### src/hdl/tcw_pkg.sv
`default_nettype none
// ----------------------------------------------------------------------------
// tcw_pkg: shared constants and types for the text console writer
// Screen geometry, character codes, function codes and the command and
// status words that pass between controller and datapath.
// ----------------------------------------------------------------------------
package tcw_pkg;

  localparam int COLUMNS    = 80;
  localparam int ROWS       = 25;
  localparam int CELL_COUNT = ROWS * COLUMNS;

  localparam int COL_W  = $clog2(COLUMNS);
  localparam int ROW_W  = $clog2(ROWS);
  localparam int ADDR_W = $clog2(CELL_COUNT);
  localparam int CELL_W = 16;

  // port widths
  localparam int FUNC_W     = 2;
  localparam int CHAR_W     = 8;
  localparam int ATTR_W     = 8;
  localparam int RROW_W     = 5;
  localparam int RCOL_W     = 7;
  localparam int OUT_ROW_W  = 5;
  localparam int OUT_COL_W  = 7;
  localparam int OUT_ADDR_W = 11;

  localparam logic [CELL_W-1:0] BLANK_CELL = 16'h0F20;

  localparam logic [CHAR_W-1:0] CH_NEWLINE   = 8'h0A;
  localparam logic [CHAR_W-1:0] CH_BACKSPACE = 8'h08;
  localparam logic [CHAR_W-1:0] CH_TAB       = 8'h09;
  localparam logic [CHAR_W-1:0] CH_SPACE     = 8'h20;

  localparam logic [FUNC_W-1:0] FN_PUT   = 2'd0;
  localparam logic [FUNC_W-1:0] FN_CLEAR = 2'd1;
  localparam logic [FUNC_W-1:0] FN_READ  = 2'd2;

  typedef struct packed {
    logic load;
    logic put_wr;
    logic scroll_rd;
    logic tail;
    logic fill;
    logic rd_cap;
    logic finish;
  } tcw_cmd_t;

  typedef struct packed {
    logic cnt_last;
    logic scroll_need;
    logic out_free;
  } tcw_sts_t;

endpackage
`default_nettype wire

### src/hdl/tcw_ctrl.sv
`default_nettype none
// ----------------------------------------------------------------------------
// tcw_ctrl: sequencing state machine
// Start-up blanking sweep, word acceptance, put, scroll copy, fills, cell
// reads and hand-off to the result register.
// ----------------------------------------------------------------------------
module tcw_ctrl (
  input  wire logic                       clk,
  input  wire logic                       rst_n,
  input  wire logic                       in_valid,
  input  wire logic [tcw_pkg::FUNC_W-1:0] in_func,
  output logic                            in_stall,
  output tcw_pkg::tcw_cmd_t               cmd,
  input  wire tcw_pkg::tcw_sts_t          sts
);
  import tcw_pkg::*;

  localparam logic [2:0] S_INIT = 3'd0;
  localparam logic [2:0] S_IDLE = 3'd1;
  localparam logic [2:0] S_PUT  = 3'd2;
  localparam logic [2:0] S_SCRL = 3'd3;
  localparam logic [2:0] S_TAIL = 3'd4;
  localparam logic [2:0] S_FILL = 3'd5;
  localparam logic [2:0] S_RDC  = 3'd6;
  localparam logic [2:0] S_DONE = 3'd7;

  logic [2:0] state_r, state_nxt;

  always_comb begin
    state_nxt = state_r;
    cmd       = '0;
    in_stall  = 1'b1;
    unique case (state_r)
      S_INIT: begin
        cmd.fill = 1'b1;
        if (sts.cnt_last) begin
          state_nxt = S_IDLE;
        end
      end
      S_IDLE: begin
        in_stall = 1'b0;
        if (in_valid) begin
          cmd.load = 1'b1;
          unique case (in_func)
            FN_PUT:   state_nxt = S_PUT;
            FN_CLEAR: state_nxt = S_FILL;
            FN_READ:  state_nxt = S_RDC;
            default:  state_nxt = S_DONE;
          endcase
        end
      end
      S_PUT: begin
        cmd.put_wr = 1'b1;
        state_nxt  = sts.scroll_need ? S_SCRL : S_DONE;
      end
      S_SCRL: begin
        cmd.scroll_rd = 1'b1;
        if (sts.cnt_last) begin
          state_nxt = S_TAIL;
        end
      end
      S_TAIL: begin
        cmd.tail  = 1'b1;
        state_nxt = S_FILL;
      end
      S_FILL: begin
        cmd.fill = 1'b1;
        if (sts.cnt_last) begin
          state_nxt = S_DONE;
        end
      end
      S_RDC: begin
        cmd.rd_cap = 1'b1;
        state_nxt  = S_DONE;
      end
      S_DONE: begin
        if (sts.out_free) begin
          cmd.finish = 1'b1;
          state_nxt  = S_IDLE;
        end
      end
      default: state_nxt = S_INIT;
    endcase
  end

  always_ff @(posedge clk) begin
    if (!rst_n) begin
      state_r <= S_INIT;
    end else begin
      state_r <= state_nxt;
    end
  end

endmodule
`default_nettype wire

### config.mk
export PLATFORM = sky130hd
export DESIGN_NAME = tcw_ctrl
export DESIGN_NICKNAME = d
export VERILOG_FILES = /design/src/hdl/tcw_pkg.sv /design/src/hdl/tcw_ctrl.sv
export SDC_FILE = /design/constraint.sdc
export NUM_CORES = 1
export LEC_CHECK = 0
export BUFFER_PORTS_ARGS = -buffer_cell sky130_fd_sc_hd__buf_2
export CAP_MARGIN = 10
export CORE_AREA = 3 3 40 42
export DETAILED_ROUTE_END_ITERATION = 8
export DIE_AREA = 0 0 43 45
export PLACE_DENSITY_LB_ADDON = 0.25
export SETUP_SLACK_MARGIN = 0.15
export SLEW_MARGIN = 20
export SYNTH_ARGS = -nofsm -noshare
export SYNTH_HDL_FRONTEND = slang
export SYNTH_SLANG_ARGS = --single-unit
### constraint.sdc
create_clock -name clk -period 1 [get_ports clk]
set_input_delay 0.1 -clock clk [delete_from_list [all_inputs] [get_ports clk]]
set_output_delay 0.1 -clock clk [all_outputs]
set_load 0.02 [all_outputs]
==> results.md, run 1 <==
* Critical Path Sink Type: primary output
* Ant diodes at 0
* All-Layer GR Usage at 0.1017
* Final Slew Violations at 0
* Pwr/cell area at 1296 mW/mm2
* CTS Buffer Depth at 2
* Layout Nets at 72
* Leakage at 0.2782 nW
* Sequential fraction of the synthesis area at 0.1943
* Number of synthesized register bits at 3
* Required time worst endpoint at 0.90 ns
* Largest net degree at the start of global routing at 11
* Hold Crit Class: in -> reg
* Number of global-route vias before repair at 352
* Min cycle time layout at 1.261 ns
* DRT Wirelength at 840 um
* Syn avg cell area at 8.585 um2
* Fmax at 793.2 MHz
* Period utilization at 1.261
* Residual DRC count at 0
* Reg2Reg Depth at 5
* Hold Startpoint: sts[1]
* Inst Count DP at 70
* Share of cells above drive strength 1 at 0.7460
* Drt pass-1 iters at 4
* CTS Sinks at 3
* CP startpoint: state_r[1]
* Die width at 43 um
* Max-slew headroom at 0.8540
* Area growth, synth to finish at 95.55%
* Wire per inst at 10.77 um
* Final hold violations at 0
* Commonest cells post-synth: dfxtp_1, inv_1, nand2b_1
* # port buffers at 15
* Final worst slack at -0.2607 ns
* Die area at 0.001935 mm2
* Starting Density at 0.2405
* Hpwl dp at 601.2 um
* Synth warn at 0
* IO Pins at 16
* Violated checks: negative setup slack
* Total number of vias at 364
* Num CTS Buffers at 3
* Global route overflow at 0
* Synth area leaders: dfxtp_1, a221oi_2, buf_6, o211ai_4, nand2b_1
* # Max-Cap Violations at 0
* Fin Setup TNS at -1.648 ns
* Worst Path Max Fanout at 3
* Post-route insts no fill at 78
* Largest register by flop count: state_r
* CP Launch Type: flip-flop
* Post-synth cell types at 24
* Core Area at 0.001285 mm2
* Initial antenna violation count at 0
* Later-pin clock latency in the skew report at 0.23 ns
* Worst Max-Slew Pin Slew at 0.2173 ns
* Worst reg-to-reg setup slack at -0.13 ns
* RSZ-0062 raised after global routing: yes
* Worst Setup EP: in_stall
* Post-synth top area share at 0.1943
* Row count at 13
* Regs by FF count: state_r (3)
* Cell Area, Synth at 309.0 um2
* Clock transition at path regs at 0.04 ns
* Largest register FFs at 3
* Status: finished with violations
* Area leader, netlist: dfxtp_1
* Root buf cell: clkbuf_4
* Initial DRC count at 2
* Clock tree from TritonCTS: yes
* Syn Nets at 44
* First-pass GRT wire length at 1345 um
* EDFF count, synth at 0
* H-tree Lvls at 1
* Hold WS at 0.04028 ns
* Worst r2r dst: state_r[2]
* Layout Skew at 0.006943 ns
* FFs w/ async S/R, synth at 0
* DIE HEIGHT at 45 um
* Prevailing post-synth register cell: dfxtp_1
* Synth Instances at 36
* Via/cell ratio at 4.667
* Crit path DAT at 1.16 ns
* Final setup vio count at 11
* WS Path Type: reg -> out
* Post-DRT Antenna Nets at 0
* Final GP Congestion at 0.6666
* Max IR drop VDD at 775.4 uV
* Launch point of the worst reg-to-reg path: state_r[1]
layout by cell type, fill, tap and decap left out, types with 2 or more instances in the layout:
| master | count |
|---|---|
| buf_4 | 7 |
| dfxtp_4 | 2 |
| buf_6 | 11 |
| inv_1 | 2 |
| nand2b_1 | 3 |
| a221oi_2 | 2 |
| and2_4 | 2 |
| buf_2 | 7 |
| o21ai_1 | 2 |
| clkbuf_4 | 3 |
| a21boi_1 | 2 |
worst min path at each step:
| stage | end | slack (ns) | depth (start not counted) |
|---|---|---|---|
| after floorplan | state_r[2] | 0.18 | 1 |
| after global placement | state_r[2] | 0.28 | 2 |
| after detailed placement | state_r[2] | 0.28 | 2 |
| after CTS | state_r[2] | 0.02 | 2 |
| after global routing | state_r[2] | 0.04 | 2 |
| final | state_r[2] | 0.04 | 2 |
timing repair:
action                                  4_1_cts  5_1_grt
endpoints found under the setup margin       11       11
endpoints found under the hold margin         0        0
hold buffers                                  0        0
setup buffers                                 2        2
gates resized for setup                      19       10
pin swaps                                     2        3
power breakdown:
| part | total, mW | internal, mW | switching (mW) |
|---|---|---|---|
| clock | 0.214 | 0.150 | 0.0639 |
| sequential | 0.166 | 0.139 | 0.0264 |
| combinational | 0.404 | 0.235 | 0.168 |
| total | 0.783 | 0.524 | 0.259 |
per-stage QoR:
step | power (mW) | setup slack (ns) | utilization | cell area [um2]
after global routing | 0.8394 | -0.2918 | 0.4703 | 604.3
final | 0.7831 | -0.2607 | 0.4703 | 604.3
after detailed placement | 0.4617 | -0.08307 | 0.3544 | 455.4
after floorplan | 0.3705 | -0.02647 | - | 342.8
after global placement | 0.4631 | -0.09054 | 0.3544 | 455.4
after CTS | 0.7602 | -0.2590 | 0.4284 | 550.5
cell families after synthesis:
kind of cell           after synthesis  synth area share
DFF                                  3            0.1943
and+or+nand+nor                     18            0.3847
AOI/OAI and AO/OA                    9            0.2874
buffers and inverters                6            0.1336
metal layers:
layer  track usage  vias to the layer above  wire [um]
li1              -                      181          -
met1        0.1014                      169        321
met2        0.1497                       12        451
met3       0.03586                        2         44
met4        0.1265                        0         24
met5             0                        -          0
layout make-up:
cell class / instances / area, um2
Inverter: 3 / 11.26
Clock buffer: 4 / 26.28
Multi-Input combinational cell: 27 / 247.7
Timing Repair Buffer: 26 / 231.5
Sequential cell: 3 / 68.82
Tap cell: 15 / 18.77
Fill cell: 131 / 680.7
critical path, cell delays in order (launching register included):
cell     delay [ns]
dfxtp_2        0.32
and2b_4        0.24
or2b_1         0.24
buf_6          0.13
(Power assumes the default switching activity.)
==> inputs of run 2 (changes only) <==
- ABC_AREA: default -> 1
==> run 2 against run 1 <==
  * The run still ends with negative setup slack left
  * Final cell count grew 36%
  * Count of clock-buffer cells in the layout unchanged
  * Worst setup slack better by 0.056 ns
  * Critical path depth up 2
  * Cell area increased by 17%
==> results.md, run 2 <==
* FFs w/ async S/R, synth at 0 (unchanged)
* Final Slew Violations at 0 (unchanged)
* Synth area leaders: dfxtp_1, inv_1, nand2_1, nor2_1, nand3_2 (was dfxtp_1, a221oi_2, buf_6, o211ai_4, nand2b_1)
* Layout Skew at 0.004380 ns (was 0.006943 ns)
* Filler cell count at 115 (was 131)
* Worst Path Max Fanout at 7 (was 3)
* Post-DRT Antenna Nets at 0 (unchanged)
* # Max-Cap Violations at 0 (unchanged)
* Max IR drop VDD at 1221 uV (was 775.4 uV)
* CTS Hold Bufs at 0 (unchanged)
* Residual DRC count at 0 (unchanged)
* Synth Instances at 59 (was 36)
* Delay of the slowest critical-path stage at 0.38 ns (was 0.32 ns)
* Power, Total at 2.202 mW (was 0.7831 mW)
* Leakage at 0.3755 nW (was 0.2782 nW)
* Reg2Reg Depth at 8 (was 5)
* CTS Buffer Depth at 2 (unchanged)
* Fin Setup TNS at -1.997 ns (was -1.648 ns)
* Regs by FF count: state_r (3) (unchanged)
* Ant diodes at 0 (unchanged)
* Post-route insts no fill at 106 (was 78)
* Clock tree from TritonCTS: yes (unchanged)
* Number of synthesized register bits at 3 (unchanged)
* Commonest cells after routing, fill and taps aside: buf_4, inv_1 (was buf_6, buf_2, buf_4)
* Period utilization at 1.205 (was 1.261)
* CP Depth at 5 (was 3)
* Hold Crit Class: in -> reg (unchanged)
* Inst Count DP at 95 (was 70)
* Largest register by flop count: state_r (unchanged)
* Fmax at 830.2 MHz (was 793.2 MHz)
* Later-pin clock latency in the skew report at 0.23 ns (about the same)
* DIE HEIGHT at 45 um (unchanged)
* Synth warn at 0 (unchanged)
* Initial DRC count at 6 (was 2)
* Min cycle time layout at 1.205 ns (was 1.261 ns)
* Hpwl dp at 733.2 um (was 601.2 um)
* Initial antenna violation count at 0 (unchanged)
* Row count at 13 (unchanged)
* Prevailing post-synth register cell: dfxtp_1 (unchanged)
* Slowest-stage cell, CP: dfxtp_4 (was dfxtp_2)
* Max-slew headroom at 0.8265 (was 0.8540)
* Required time worst endpoint at 0.90 ns (about the same)
* Final GP Congestion at 0.7646 (was 0.6666)
* Layout Nets at 100 (was 72)
* Worst Max-Slew Pin Slew at 0.2591 ns (was 0.2173 ns)
* Post-synth cell types at 19 (was 24)
* Pwr/cell area at 3109 mW/mm2 (was 1296 mW/mm2)
* First-pass GRT wire length at 1994 um (was 1345 um)
* # port buffers at 15 (unchanged)
* Storage cell area at 71.32 um2 (was 68.82 um2)
* Commonest cells post-synth: inv_1, nand2_1, nor2_1, nand3_1 (was dfxtp_1, inv_1, nand2b_1)
* Critical Path Sink Type: primary output (unchanged)
* Post-synth top area share at 0.1600 (was 0.1943)
* Area growth, synth to finish at 88.67% (was 95.55%)
* Worst r2r dst: state_r[0] (was state_r[2])
* Core Area at 0.001285 mm2 (unchanged)
* Sequential fraction of the synthesis area at 0.1600 (was 0.1943)
* CP cell instances: buf_6, nor2_4, inv_2, nor2_2, buf_4 (was and2b_4, or2b_1, buf_6)
* Global route overflow at 0 (unchanged)
* WS Path Type: reg -> out (unchanged)
* EDFF count, synth at 0 (unchanged)
* Clock transition at path regs at 0.04 ns (about the same)
* Launch point of the worst reg-to-reg path: state_r[1] (unchanged)
* Worst path buffer plus inverter count at 3 (was 1)
* Syn avg cell area at 6.362 um2 (was 8.585 um2)
* H-tree Lvls at 1 (unchanged)
* Final hold violations at 0 (unchanged)
* Total number of vias at 451 (was 364)
* Via/cell ratio at 4.255 (was 4.667)
* Worst Setup EP: cmd[5] (was in_stall)
* Largest register FFs at 3 (unchanged)
* CTS Sinks at 3 (unchanged)
* Crit path max-delay family: flip-flops (was simple AND/OR/NAND/NOR gates)
* Num CTS Buffers at 3 (unchanged)
* DRT Wirelength at 1065 um (was 840 um)
* Commonest non-fill, non-tap cell in the layout: buf_4 (was buf_6)
* Syn Nets at 67 (was 44)
* Status: finished with violations (unchanged)
* Starting Density at 0.2921 (was 0.2405)
* Number of global-route vias before repair at 481 (was 352)
* Worst reg-to-reg setup slack at -0.19 ns (was -0.13 ns)
* Multi-input gate area at 302.8 um2 (was 247.7 um2)
* Die width at 43 um (unchanged)
* Drt pass-1 iters at 6 (was 4)
* Wire per inst at 10.05 um (was 10.77 um)
* Largest net degree at the start of global routing at 8 (was 11)
* Final setup vio count at 11 (unchanged)
* Root buf cell: clkbuf_4 (unchanged)
* CP startpoint: state_r[0] (was state_r[1])
* RSZ-0062 raised after global routing: yes (unchanged)
* Cell Area, Synth at 375.4 um2 (was 309.0 um2)
* All-Layer GR Usage at 0.1395 (was 0.1017)
* Crit path DAT at 1.10 ns (was 1.16 ns)
* Area leader, netlist: dfxtp_1 (unchanged)
* Share of cells above drive strength 1 at 0.6923 (was 0.7460)
* IO Pins at 16 (unchanged)
* CP Launch Type: flip-flop (unchanged)
* Violated checks: negative setup slack (unchanged)
* Final worst slack at -0.2046 ns (was -0.2607 ns)
* Die area at 0.001935 mm2 (unchanged)
-- run 2: worst min-delay path by stage --
stage / from / endpoint / cells past startpoint
finish: rst_n / state_r[1] / 3
global route: rst_n / state_r[1] / 3
CTS: rst_n / state_r[1] / 3
detailed placement: rst_n / state_r[2] / 3
global placement: rst_n / state_r[2] / 3
floorplan: rst_n / state_r[2] / 2
-- run 2: cells by family after synthesis --
family                 synth area share
AND/OR/NAND/NOR                  0.5500
buffers and inverters            0.1867
AO/OA/AOI/OAI                    0.1033
flip-flops                       0.1600
-- run 2: stage by stage --
step	setup WS (ns)	hold WS [ns]	util	instance area (um2)
after floorplan	-0.05511	0.2133	-	381.6
after global placement	-0.2262	0.3502	0.3992	513.0
after detailed placement	-0.2279	0.3520	0.3992	513.0
after CTS	-0.2039	0.1009	0.5414	695.7
after global routing	-0.2802	0.1125	0.5511	708.2
final	-0.2046	0.1134	0.5511	708.2
-- run 2: what timing repair did --
item | in CTS | in global routing
setup buffers | 7 | 0
setup endpoints to repair | 11 | 11
pin swaps | 14 | 5
gates resized for setup | 33 | 4
-- run 2: worst register-to-register path: cells and delay by family, from the launching register on --
family | cells | cell delay, ns
DFF | 1 | 0.42
and+or+nand+nor | 4 | 0.35
buffers and inverters | 3 | 0.20
AOI/OAI and AO/OA | 1 | 0.10
-- run 2: cell type report --
class | instances | share of cell area
timing repair buffer | 30 | 0.3304
inverter | 12 | 0.07774
clock buffer | 4 | 0.03710
tap | 15 | 0.02650
multi-input combinational | 42 | 0.4276
sequential | 3 | 0.1007
-- run 2: layer usage --
layer,part of all wire,wire (um),track usage,up-vias
li1,-,-,-,244
met1,0.40,426,0.1459,197
met2,0.56,601,0.2575,10
met3,0.035,37,0.04781,0
met4,0,0,0.05422,0
met5,0,0,0,-
-- run 2: report_power, final --
part | switching, mW | total (mW) | internal (mW) | leakage, nW
combinational | 0.801 | 1.63 | 0.829 | 0.334
sequential | 0.157 | 0.358 | 0.202 | 0.0267
clock | 0.0637 | 0.213 | 0.150 | 0.0150
